**src/rtl/core/cft_pkg.sv**
```systemverilog
package cft_pkg;

    localparam int ENTRIES     = 64;
    localparam int IDX_W       = $clog2(ENTRIES);
    localparam int FILL_W      = $clog2(ENTRIES + 1);
    localparam int COUNT_BITS  = 16;
    localparam int CODE_BITS   = 32;
    localparam int CMD_BITS    = 3;
    localparam int STATUS_BITS = 2;

    localparam logic [CMD_BITS-1:0] CMD_REPORT    = 3'd0;
    localparam logic [CMD_BITS-1:0] CMD_QUERY     = 3'd1;
    localparam logic [CMD_BITS-1:0] CMD_TAKE      = 3'd2;
    localparam logic [CMD_BITS-1:0] CMD_CLR_MARKS = 3'd3;
    localparam logic [CMD_BITS-1:0] CMD_CLR_TABLE = 3'd4;

    localparam logic [STATUS_BITS-1:0] ST_OK        = 2'd0;
    localparam logic [STATUS_BITS-1:0] ST_NOT_FOUND = 2'd1;
    localparam logic [STATUS_BITS-1:0] ST_FULL      = 2'd2;
    localparam logic [STATUS_BITS-1:0] ST_NONE      = 2'd3;

    localparam logic [COUNT_BITS-1:0] COUNT_MAX = {COUNT_BITS{1'b1}};

    typedef logic [IDX_W-1:0]      idx_t;
    typedef logic [FILL_W-1:0]     fill_t;
    typedef logic [COUNT_BITS-1:0] count_t;
    typedef logic [CODE_BITS-1:0]  code_t;

    typedef struct packed {
        logic [CMD_BITS-1:0] cmd;
        code_t               code_in;
    } cft_item_t;

    typedef struct packed {
        logic [STATUS_BITS-1:0] status;
        count_t                 count_out;
        code_t                  code_out;
    } cft_result_t;

    typedef struct packed {
        logic   rd_en;
        idx_t   rd_addr;
        logic   wr_en;
        logic   taken_wr_en;
        idx_t   wr_addr;
        code_t  wr_code;
        count_t wr_count;
        logic   wr_taken;
    } cft_ram_req_t;

    typedef struct packed {
        code_t  code;
        count_t count;
        logic   taken;
    } cft_ram_rsp_t;

endpackage

```
**src/rtl/core/cft_cmd_if.sv**
```systemverilog
interface cft_cmd_if;
    import cft_pkg::*;

    logic                valid;
    logic                ready;
    logic [CMD_BITS-1:0] cmd;
    code_t               code_in;

    modport source (output valid, output cmd, output code_in, input ready);
    modport sink   (input valid, input cmd, input code_in, output ready);
endinterface

```
**src/rtl/core/cft_res_if.sv**
```systemverilog
interface cft_res_if;
    import cft_pkg::*;

    logic                   valid;
    logic                   ready;
    logic [STATUS_BITS-1:0] status;
    count_t                 count_out;
    code_t                  code_out;

    modport source (output valid, output status, output count_out, output code_out,
                    input ready);
    modport sink   (input valid, input status, input count_out, input code_out,
                    output ready);
endinterface

```
**src/rtl/core/code_frequency_table.sv**
```systemverilog
// one command at a time; report, query and take-most scan the used entries with one
// memory read per cycle; report and query finish early when the code is found early
// in the table, while take-most always scans all used entries
// clear marks walks the used entries; clear table and unused codes finish without a scan
// the next command transfers once the previous result has moved into the output register
// reset empties the table at once; entry contents are not cleared and need no sweep
module code_frequency_table (
    input  logic      clk,
    input  logic      rst_n,
    cft_cmd_if.sink   cmd_ch,
    cft_res_if.source res_ch
);
    import cft_pkg::*;

    cft_item_t    item;
    cft_result_t  eng_res;
    logic         eng_ready;
    logic         eng_done;
    logic         res_take;
    cft_ram_req_t ram_req;
    cft_ram_rsp_t ram_rsp;

    logic         out_valid_reg, out_valid_next;
    cft_result_t  out_reg;

    assign item.cmd     = cmd_ch.cmd;
    assign item.code_in = cmd_ch.code_in;
    assign cmd_ch.ready = eng_ready;

    cft_engine u_engine (
        .clk       (clk),
        .rst_n     (rst_n),
        .in_valid  (cmd_ch.valid),
        .in_ready  (eng_ready),
        .in_item   (item),
        .res_valid (eng_done),
        .res_take  (res_take),
        .res       (eng_res),
        .ram_req   (ram_req),
        .ram_rsp   (ram_rsp)
    );

    cft_ram u_ram (
        .clk (clk),
        .req (ram_req),
        .rsp (ram_rsp)
    );

    // output register is free when empty or draining in this cycle
    assign res_take = eng_done && (!out_valid_reg || res_ch.ready);

    always_comb
    begin
        out_valid_next = out_valid_reg;
        if (res_take)
        begin
            out_valid_next = 1'b1;
        end
        else if (res_ch.ready)
        begin
            out_valid_next = 1'b0;
        end
    end

    always_ff @(posedge clk or negedge rst_n)
    begin
        if (!rst_n)
        begin
            out_valid_reg <= 1'b0;
        end
        else
        begin
            out_valid_reg <= out_valid_next;
        end
    end

    always_ff @(posedge clk)
    begin
        if (res_take)
        begin
            out_reg <= eng_res;
        end
    end

    assign res_ch.valid     = out_valid_reg;
    assign res_ch.status    = out_reg.status;
    assign res_ch.count_out = out_reg.count_out;
    assign res_ch.code_out  = out_reg.code_out;
endmodule

```
**src/rtl/core/cft_ram.sv**
```systemverilog
module cft_ram (
    input  logic                  clk,
    input  cft_pkg::cft_ram_req_t req,
    output cft_pkg::cft_ram_rsp_t rsp
);
    import cft_pkg::*;

    code_t        code_mem  [ENTRIES];
    count_t       count_mem [ENTRIES];
    logic         taken_mem [ENTRIES];
    cft_ram_rsp_t rsp_reg;

    always_ff @(posedge clk)
    begin
        if (req.wr_en)
        begin
            code_mem[req.wr_addr]  <= req.wr_code;
            count_mem[req.wr_addr] <= req.wr_count;
        end
        if (req.taken_wr_en)
        begin
            taken_mem[req.wr_addr] <= req.wr_taken;
        end
        if (req.rd_en)
        begin
            rsp_reg.code  <= code_mem[req.rd_addr];
            rsp_reg.count <= count_mem[req.rd_addr];
            rsp_reg.taken <= taken_mem[req.rd_addr];
        end
    end

    assign rsp = rsp_reg;
endmodule

```
**src/rtl/core/cft_engine.sv**
```systemverilog
module cft_engine (
    input  logic                  clk,
    input  logic                  rst_n,
    input  logic                  in_valid,
    output logic                  in_ready,
    input  cft_pkg::cft_item_t    in_item,
    output logic                  res_valid,
    input  logic                  res_take,
    output cft_pkg::cft_result_t  res,
    output cft_pkg::cft_ram_req_t ram_req,
    input  cft_pkg::cft_ram_rsp_t ram_rsp
);
    import cft_pkg::*;

    localparam logic [2:0] S_IDLE = 3'd0;
    localparam logic [2:0] S_SCAN = 3'd1;
    localparam logic [2:0] S_CLR  = 3'd2;
    localparam logic [2:0] S_WB   = 3'd3;
    localparam logic [2:0] S_DONE = 3'd4;

    logic [2:0]          state_reg,      state_next;
    fill_t               fill_reg,       fill_next;
    fill_t               scan_reg,       scan_next;
    logic                pend_reg,       pend_next;
    logic                best_valid_reg, best_valid_next;

    logic [CMD_BITS-1:0] cmd_reg,        cmd_next;
    code_t               code_reg,       code_next;
    idx_t                cmp_idx_reg,    cmp_idx_next;
    count_t              best_count_reg, best_count_next;
    idx_t                best_idx_reg,   best_idx_next;
    code_t               best_code_reg,  best_code_next;
    logic                wb_we_reg,      wb_we_next;
    logic                wb_tk_we_reg,   wb_tk_we_next;
    idx_t                wb_addr_reg,    wb_addr_next;
    code_t               wb_code_reg,    wb_code_next;
    count_t              wb_count_reg,   wb_count_next;
    logic                wb_taken_reg,   wb_taken_next;
    cft_result_t         res_reg,        res_next;

    logic                scan_end;
    logic                hit;
    count_t              inc_count;

    assign scan_end  = !pend_reg && (scan_reg >= fill_reg);
    assign hit       = pend_reg && (ram_rsp.code == code_reg);
    assign inc_count = (ram_rsp.count == COUNT_MAX) ? ram_rsp.count
                                                    : ram_rsp.count + 1'b1;

    always_comb
    begin
        state_next      = state_reg;
        fill_next       = fill_reg;
        scan_next       = scan_reg;
        pend_next       = pend_reg;
        best_valid_next = best_valid_reg;
        cmd_next        = cmd_reg;
        code_next       = code_reg;
        cmp_idx_next    = cmp_idx_reg;
        best_count_next = best_count_reg;
        best_idx_next   = best_idx_reg;
        best_code_next  = best_code_reg;
        wb_we_next      = wb_we_reg;
        wb_tk_we_next   = wb_tk_we_reg;
        wb_addr_next    = wb_addr_reg;
        wb_code_next    = wb_code_reg;
        wb_count_next   = wb_count_reg;
        wb_taken_next   = wb_taken_reg;
        res_next        = res_reg;

        ram_req             = '0;
        ram_req.rd_addr     = scan_reg[IDX_W-1:0];
        ram_req.wr_addr     = wb_addr_reg;
        ram_req.wr_code     = wb_code_reg;
        ram_req.wr_count    = wb_count_reg;
        ram_req.wr_taken    = wb_taken_reg;

        in_ready  = (state_reg == S_IDLE);
        res_valid = (state_reg == S_DONE);

        unique case (state_reg)
            S_IDLE:
            begin
                if (in_valid)
                begin
                    cmd_next        = in_item.cmd;
                    code_next       = in_item.code_in;
                    scan_next       = '0;
                    pend_next       = 1'b0;
                    best_valid_next = 1'b0;
                    best_count_next = '0;
                    wb_we_next      = 1'b0;
                    wb_tk_we_next   = 1'b0;
                    res_next        = '{status: ST_OK, count_out: '0, code_out: '0};
                    case (in_item.cmd) inside
                        CMD_REPORT, CMD_QUERY, CMD_TAKE: state_next = S_SCAN;
                        CMD_CLR_MARKS:                   state_next = S_CLR;
                        CMD_CLR_TABLE:
                        begin
                            fill_next  = '0;
                            state_next = S_DONE;
                        end
                        default:                         state_next = S_DONE;
                    endcase
                end
            end

            S_SCAN:
            begin
                // one read issued per cycle, data compared in the following cycle
                if (scan_reg < fill_reg)
                begin
                    ram_req.rd_en = 1'b1;
                    scan_next     = scan_reg + 1'b1;
                    pend_next     = 1'b1;
                    cmp_idx_next  = scan_reg[IDX_W-1:0];
                end
                else
                begin
                    pend_next = 1'b0;
                end

                if (cmd_reg == CMD_TAKE)
                begin
                    if (pend_reg && !ram_rsp.taken && (ram_rsp.count > best_count_reg))
                    begin
                        best_valid_next = 1'b1;
                        best_count_next = ram_rsp.count;
                        best_idx_next   = cmp_idx_reg;
                        best_code_next  = ram_rsp.code;
                    end
                    if (scan_end)
                    begin
                        if (best_valid_reg)
                        begin
                            wb_tk_we_next = 1'b1;
                            wb_addr_next  = best_idx_reg;
                            wb_taken_next = 1'b1;
                            res_next      = '{status: ST_OK, count_out: best_count_reg,
                                              code_out: best_code_reg};
                        end
                        else
                        begin
                            res_next.status = ST_NONE;
                        end
                        state_next = S_WB;
                    end
                end
                else if (hit)
                begin
                    if (cmd_reg == CMD_QUERY)
                    begin
                        res_next.count_out = ram_rsp.count;
                        state_next         = S_DONE;
                    end
                    else
                    begin
                        wb_we_next         = 1'b1;
                        wb_addr_next       = cmp_idx_reg;
                        wb_code_next       = code_reg;
                        wb_count_next      = inc_count;
                        res_next.count_out = inc_count;
                        state_next         = S_WB;
                    end
                end
                else if (scan_end)
                begin
                    if (cmd_reg == CMD_QUERY)
                    begin
                        res_next.status = ST_NOT_FOUND;
                        state_next      = S_DONE;
                    end
                    else if (fill_reg == fill_t'(ENTRIES))
                    begin
                        res_next.status = ST_FULL;
                        state_next      = S_DONE;
                    end
                    else
                    begin
                        // append new code with a single occurrence, mark clear
                        wb_we_next         = 1'b1;
                        wb_tk_we_next      = 1'b1;
                        wb_addr_next       = fill_reg[IDX_W-1:0];
                        wb_code_next       = code_reg;
                        wb_count_next      = count_t'(1);
                        wb_taken_next      = 1'b0;
                        fill_next          = fill_reg + 1'b1;
                        res_next.count_out = count_t'(1);
                        state_next         = S_WB;
                    end
                end
            end

            S_CLR:
            begin
                if (scan_reg < fill_reg)
                begin
                    ram_req.taken_wr_en = 1'b1;
                    ram_req.wr_addr     = scan_reg[IDX_W-1:0];
                    ram_req.wr_taken    = 1'b0;
                    scan_next           = scan_reg + 1'b1;
                end
                else
                begin
                    state_next = S_DONE;
                end
            end

            S_WB:
            begin
                ram_req.wr_en       = wb_we_reg;
                ram_req.taken_wr_en = wb_tk_we_reg;
                state_next          = S_DONE;
            end

            S_DONE:
            begin
                if (res_take)
                begin
                    state_next = S_IDLE;
                end
            end

            default:
            begin
                state_next = S_IDLE;
            end
        endcase
    end

    always_ff @(posedge clk or negedge rst_n)
    begin
        if (!rst_n)
        begin
            state_reg      <= S_IDLE;
            fill_reg       <= '0;
            scan_reg       <= '0;
            pend_reg       <= 1'b0;
            best_valid_reg <= 1'b0;
        end
        else
        begin
            state_reg      <= state_next;
            fill_reg       <= fill_next;
            scan_reg       <= scan_next;
            pend_reg       <= pend_next;
            best_valid_reg <= best_valid_next;
        end
    end

    always_ff @(posedge clk)
    begin
        cmd_reg        <= cmd_next;
        code_reg       <= code_next;
        cmp_idx_reg    <= cmp_idx_next;
        best_count_reg <= best_count_next;
        best_idx_reg   <= best_idx_next;
        best_code_reg  <= best_code_next;
        wb_we_reg      <= wb_we_next;
        wb_tk_we_reg   <= wb_tk_we_next;
        wb_addr_reg    <= wb_addr_next;
        wb_code_reg    <= wb_code_next;
        wb_count_reg   <= wb_count_next;
        wb_taken_reg   <= wb_taken_next;
        res_reg        <= res_next;
    end

    assign res = res_reg;
endmodule

```
**src/flat_wrapper.sv**
```systemverilog
// flat-port wrapper written by rule: the top's interface ports become plain ports
module code_frequency_table_flat import cft_pkg::*;
  (clk, rst_n, cmd_ch_valid, cmd_ch_cmd, cmd_ch_code_in, cmd_ch_ready, res_ch_valid, res_ch_status, res_ch_count_out, res_ch_code_out, res_ch_ready);
  cft_cmd_if cmd_ch_i ();
  cft_res_if res_ch_i ();
  input  logic clk;
  input  logic rst_n;
  input wire logic [$bits(cmd_ch_i.valid)-1:0] cmd_ch_valid;
  input wire logic [$bits(cmd_ch_i.cmd)-1:0] cmd_ch_cmd;
  input wire logic [$bits(cmd_ch_i.code_in)-1:0] cmd_ch_code_in;
  output wire logic [$bits(cmd_ch_i.ready)-1:0] cmd_ch_ready;
  output wire logic [$bits(res_ch_i.valid)-1:0] res_ch_valid;
  output wire logic [$bits(res_ch_i.status)-1:0] res_ch_status;
  output wire logic [$bits(res_ch_i.count_out)-1:0] res_ch_count_out;
  output wire logic [$bits(res_ch_i.code_out)-1:0] res_ch_code_out;
  input wire logic [$bits(res_ch_i.ready)-1:0] res_ch_ready;
  assign cmd_ch_i.valid = cmd_ch_valid;
  assign cmd_ch_i.cmd = cmd_ch_cmd;
  assign cmd_ch_i.code_in = cmd_ch_code_in;
  assign cmd_ch_ready = cmd_ch_i.ready;
  assign res_ch_valid = res_ch_i.valid;
  assign res_ch_status = res_ch_i.status;
  assign res_ch_count_out = res_ch_i.count_out;
  assign res_ch_code_out = res_ch_i.code_out;
  assign res_ch_i.ready = res_ch_ready;
  code_frequency_table u_core (.clk(clk), .rst_n(rst_n), .cmd_ch(cmd_ch_i), .res_ch(res_ch_i));
endmodule
```
**config.mk**
```make
export PLATFORM = sky130hd
export DESIGN_NAME = code_frequency_table_flat
export DESIGN_NICKNAME = d
export VERILOG_FILES = /design/src/rtl/core/cft_pkg.sv /design/src/rtl/core/cft_cmd_if.sv /design/src/rtl/core/cft_res_if.sv /design/src/rtl/core/code_frequency_table.sv /design/src/rtl/core/cft_ram.sv /design/src/rtl/core/cft_engine.sv /design/src/flat_wrapper.sv
export SDC_FILE = /design/constraint.sdc
export NUM_CORES = 2
export LEC_CHECK = 0
export ABC_AREA = 1
export BUFFER_PORTS_ARGS = -buffer_cell sky130_fd_sc_hd__buf_4
export CORE_AREA = 8 8 565 512
export CTS_BUF_LIST = sky130_fd_sc_hd__clkbuf_16
export DETAILED_ROUTE_END_ITERATION = 6
export DIE_AREA = 0 0 573 520
export PLACE_DENSITY = 0.72
export SLEW_MARGIN = 20
export SYNTH_ARGS = -nofsm -noshare
export SYNTH_HDL_FRONTEND = slang
export SYNTH_HIERARCHICAL = 1
export SYNTH_SLANG_ARGS = --single-unit
```
**constraint.sdc**
```tcl
create_clock -name clk -period 10.2 [get_ports clk]
set_input_delay 3.06 -clock clk [delete_from_list [all_inputs] [get_ports clk]]
set_output_delay 3.06 -clock clk [all_outputs]
set_load 0.02 [all_outputs]
```
==> metrics.md <==
| Metric | Value |
|---|---|
| Total of max-cap violations | 0 |
| Mapped Area | 0.139 mm² |
| Register area share after synthesis | 0.746 |
| CP bufs+invs | 3 |
| Initial DRC Count | 14700 |
| Final net count | 11400 |
| PortBufs | 90 |
| Filler cell count | 22300 |
| Total global-route track usage | 0.250 |
| Largest register FFs | 2048 |
| Die Span Y | 520 µm |
| Worst path max stage delay | 0.95 ns |
| DP Cell Count | 14800 |
| Final core occ | 0.548 |
| Startpoint Class | register |
| Detailed Routing Iterations Pass 1 | 7 |
| Inserted Clock Buffers | 329 |
| #FFs+latches synth | 3457 |
| Fmax achieved | 165 MHz |
| CP Launch Point | u_core/u_engine/scan_reg[1] |
| Worst VDD drop | 159 µV |
| Setup slack, reg-to-reg | about 4.2 ns |
| Die ar. | 0.298 mm² |
| Vias | 92700 |
| Worst Setup EP | u_core/u_ram/code_mem[60][26] |
| CP Class | reg2reg |
| Pwr Density | 227 mW/mm² |
| Vias per cell | 6.03 |
| Vias in the first global route | 87700 |
| Clk sinks | 3457 |
| Slowest stage cell on the critical path | dfrtp_4 |
| Post-route antenna net violation count | 0 |
| GP Congestion | 0.883 |
| Die width | 573 µm |
| Hold Violations, Final | 0 |
| Crit-path most repeated cell | nand2_1 |
| CTS tree | yes |
| WP data required | approximately 11 ns |
| Violated checks | design-rule violations |
| Layout cell share with drive strength beyond 1 | 0.0732 |
| Post-CTS sizing | 0 |
| Instance count on the critical path | 12 |
| Antenna violations before repair | 20 |
| Min-Delay Path Class | reg2reg |
| Crit end category | register |
| Min Tclk post-route | 6.05 ns |
| CP delay by family, top | simple AND/OR/NAND/NOR gates |
| Cell Chain, Critical Path | ha_1, nand3_1, nand2_1, nand2_1, and2_1, nand2_1, o21ai_0, inv_1, nor3_1, clkinv_1, nor3_2, buf_4 |
| RSZ-0062 raised after global routing | false |
| Routed wire length per instance | around 25 µm |
| Final Cell Area | 0.153 mm² |
| Layout Cells excl Fill | 15400 |
| Drt drc | 2 |
| Starting Density | 0.497 |
| Placed cell areas | 0.143 mm² |
| Crit-path max FO | 50 |
| Hold bufs inserted after CTS | 0 |
| Core Region | 0.280 mm² |
| Setup TNS | 0 ns |
| Slew margin rel. | 0.154 |
| Mapped Cells | 11500 |
| Final count of pins violating max slew | 0 |
| Synth warn | 6 |
| Arrival @ worst endpoint | 6.55 ns |
| Setup Fix Bufs, Post-CTS | 0 |
| DP Wirelength | 206000 µm |
| Status | complete, but fails checks |
| Cell depth of the worst flop-to-flop path | 12 |
| Root Driver | clkbuf_16 |
| Synth Area per Inst | roughly 12 µm² |
| Leakage Power | 0.0539 µW |
| Biggest regs | u_core/u_ram/code_mem: 2048 flops, u_core/u_ram/count_mem: 1024 flops, u_core/u_ram/taken_mem: 64 flops |
| Cell row count | 185 |
| I/O pins | 91 |
| Least-Margin Pin Slew | 1.27 ns |
| Tcrit/Tclk final | 0.593 |
| Worst Clk Skew | 0.0580 ns |
| GRT overflow | 0 |
| Most flops, register | u_core/u_ram/code_mem |
| Cell variety after synth | 45 |
| FF-to-FF End | u_core/u_ram/code_mem[60][26] |
| H-tree level count | 5 |
| Largest net degree at the start of global routing | 199 |
| Global-route wire length before repair | 565000 µm |
| Clock Latency Late Sink | 0.90 ns |
| Aggregate routed wire length | 387000 µm |
| Clock transition at path regs | 0.06 ns |
| # setup viols final | 0 |
| Syn nets | 11600 |
| CTS Buffer Depth | 4 |
| Area growth syn-to-layout | 10.3% |
| Worst flop-to-flop path startpoint | u_core/u_engine/scan_reg[1] |
[worst min-delay path by stage]
stage	start	end	slack, ns	cells after the start
floorplan	u_core/u_engine/res[0]	u_core/res_ch.code_out[0]	0.40	0
global placement	u_core/u_engine/res[0]	u_core/res_ch.code_out[0]	0.40	0
detailed placement	u_core/u_engine/res[7]	u_core/res_ch.code_out[7]	0.40	0
CTS	u_core/u_engine/res[7]	u_core/res_ch.code_out[7]	0.42	0
global route	u_core/u_engine/res[30]	u_core/res_ch.code_out[30]	0.43	0
finish	u_core/u_engine/res[2]	u_core/res_ch.code_out[2]	0.42	0
[synthesized netlist by cell type, drive strengths merged]
cell / count / area, µm²
a211oi: 2 / 15.0
a21o: 2 / 15.0
a21oi: 28 / 144
a221oi: 1 / 8.76
a22oi: 1 / 7.51
and2: 1 / 6.26
buf: 562 / 2760
clkbuf: 173 / 649
clkinv: 7 / 26.3
dfrtp: 20 / 500
edfxtp: 3437 / 103000
ha: 27 / 338
inv: 184 / 691
nand2: 3687 / 13800
nand3: 2952 / 14800
nand3b: 5 / 37.5
nand4: 19 / 119
nor2: 150 / 607
nor3: 138 / 717
nor3b: 3 / 22.5
nor4: 1 / 6.26
o2111ai: 13 / 114
o211ai: 3 / 22.5
o21a: 1 / 7.51
o21ai: 45 / 225
o21bai: 1 / 7.51
o221ai: 1 / 8.76
o22ai: 4 / 25.0
or2: 4 / 25.0
xnor2: 4 / 35.0
xor2: 10 / 87.6
[final cells by class]
type                       count  area [µm²]  share of cell area
sequential                  3457      104000               0.676
multi-input combinational   7103       31600               0.206
inverter                     191         752             0.00490
clock buffer                 338        8460              0.0551
timing repair buffer         291        2370              0.0155
tap                         3740        4680              0.0305
clock inverter               245        1760              0.0115
antenna                        4        10.0           0.0000653
[metal layers]
| layer | up-vias | routed length (µm) | GRT usage |
|---|---|---|---|
| li1 | 40500 | - | - |
| met1 | 45100 | 146000 | 0.350 |
| met2 | 6162 | 172000 | 0.379 |
| met3 | 910 | 54200 | 0.0665 |
| met4 | 10 | 14500 | 0.0866 |
| met5 | - | 69 | 0 |
[cells in the final DEF (no fill, tap or decap), drive strengths merged, types with 13 or more instances in the layout]
cell,count
o21ai,45
clkbuf,338
bufinv,23
ha,27
o2111ai,13
nor3,138
buf,291
nand2,3687
nand3,2952
dfrtp,20
nand4,19
nor2,150
inv,260
a21oi,28
clkinv,150
edfxtp,3437
[per-stage QoR]
stage               setup slack [ns]  power, µW  hold WS [ns]
floorplan                       3.71      21100         0.400
global placement                4.45      23000         0.405
detailed placement              4.31      23200         0.405
CTS                             4.31      34800         0.418
global route                    3.94      36000         0.428
finish                          4.15      34800         0.417
[where the power goes]
part	switching [µW]	total (µW)	leakage (µW)	internal [µW]
clock network	5180	11800	0.00531	6590
registers	242	16700	0.0312	16500
logic	4780	6330	0.0173	1540
total	10200	34800	0.0539	24600
[cells by family after synthesis]
group	Yosys count	synth area share
DFF	3457	0.746
adders and majority gates	27	0.00243
AOI/OAI and AO/OA	102	0.00432
and+or+nand+nor	6960	0.217
buffers and inverters	926	0.0297
xor gates and xnor gates	14	0.000882
No activity file was read; power rests on OpenSTA's default activity.
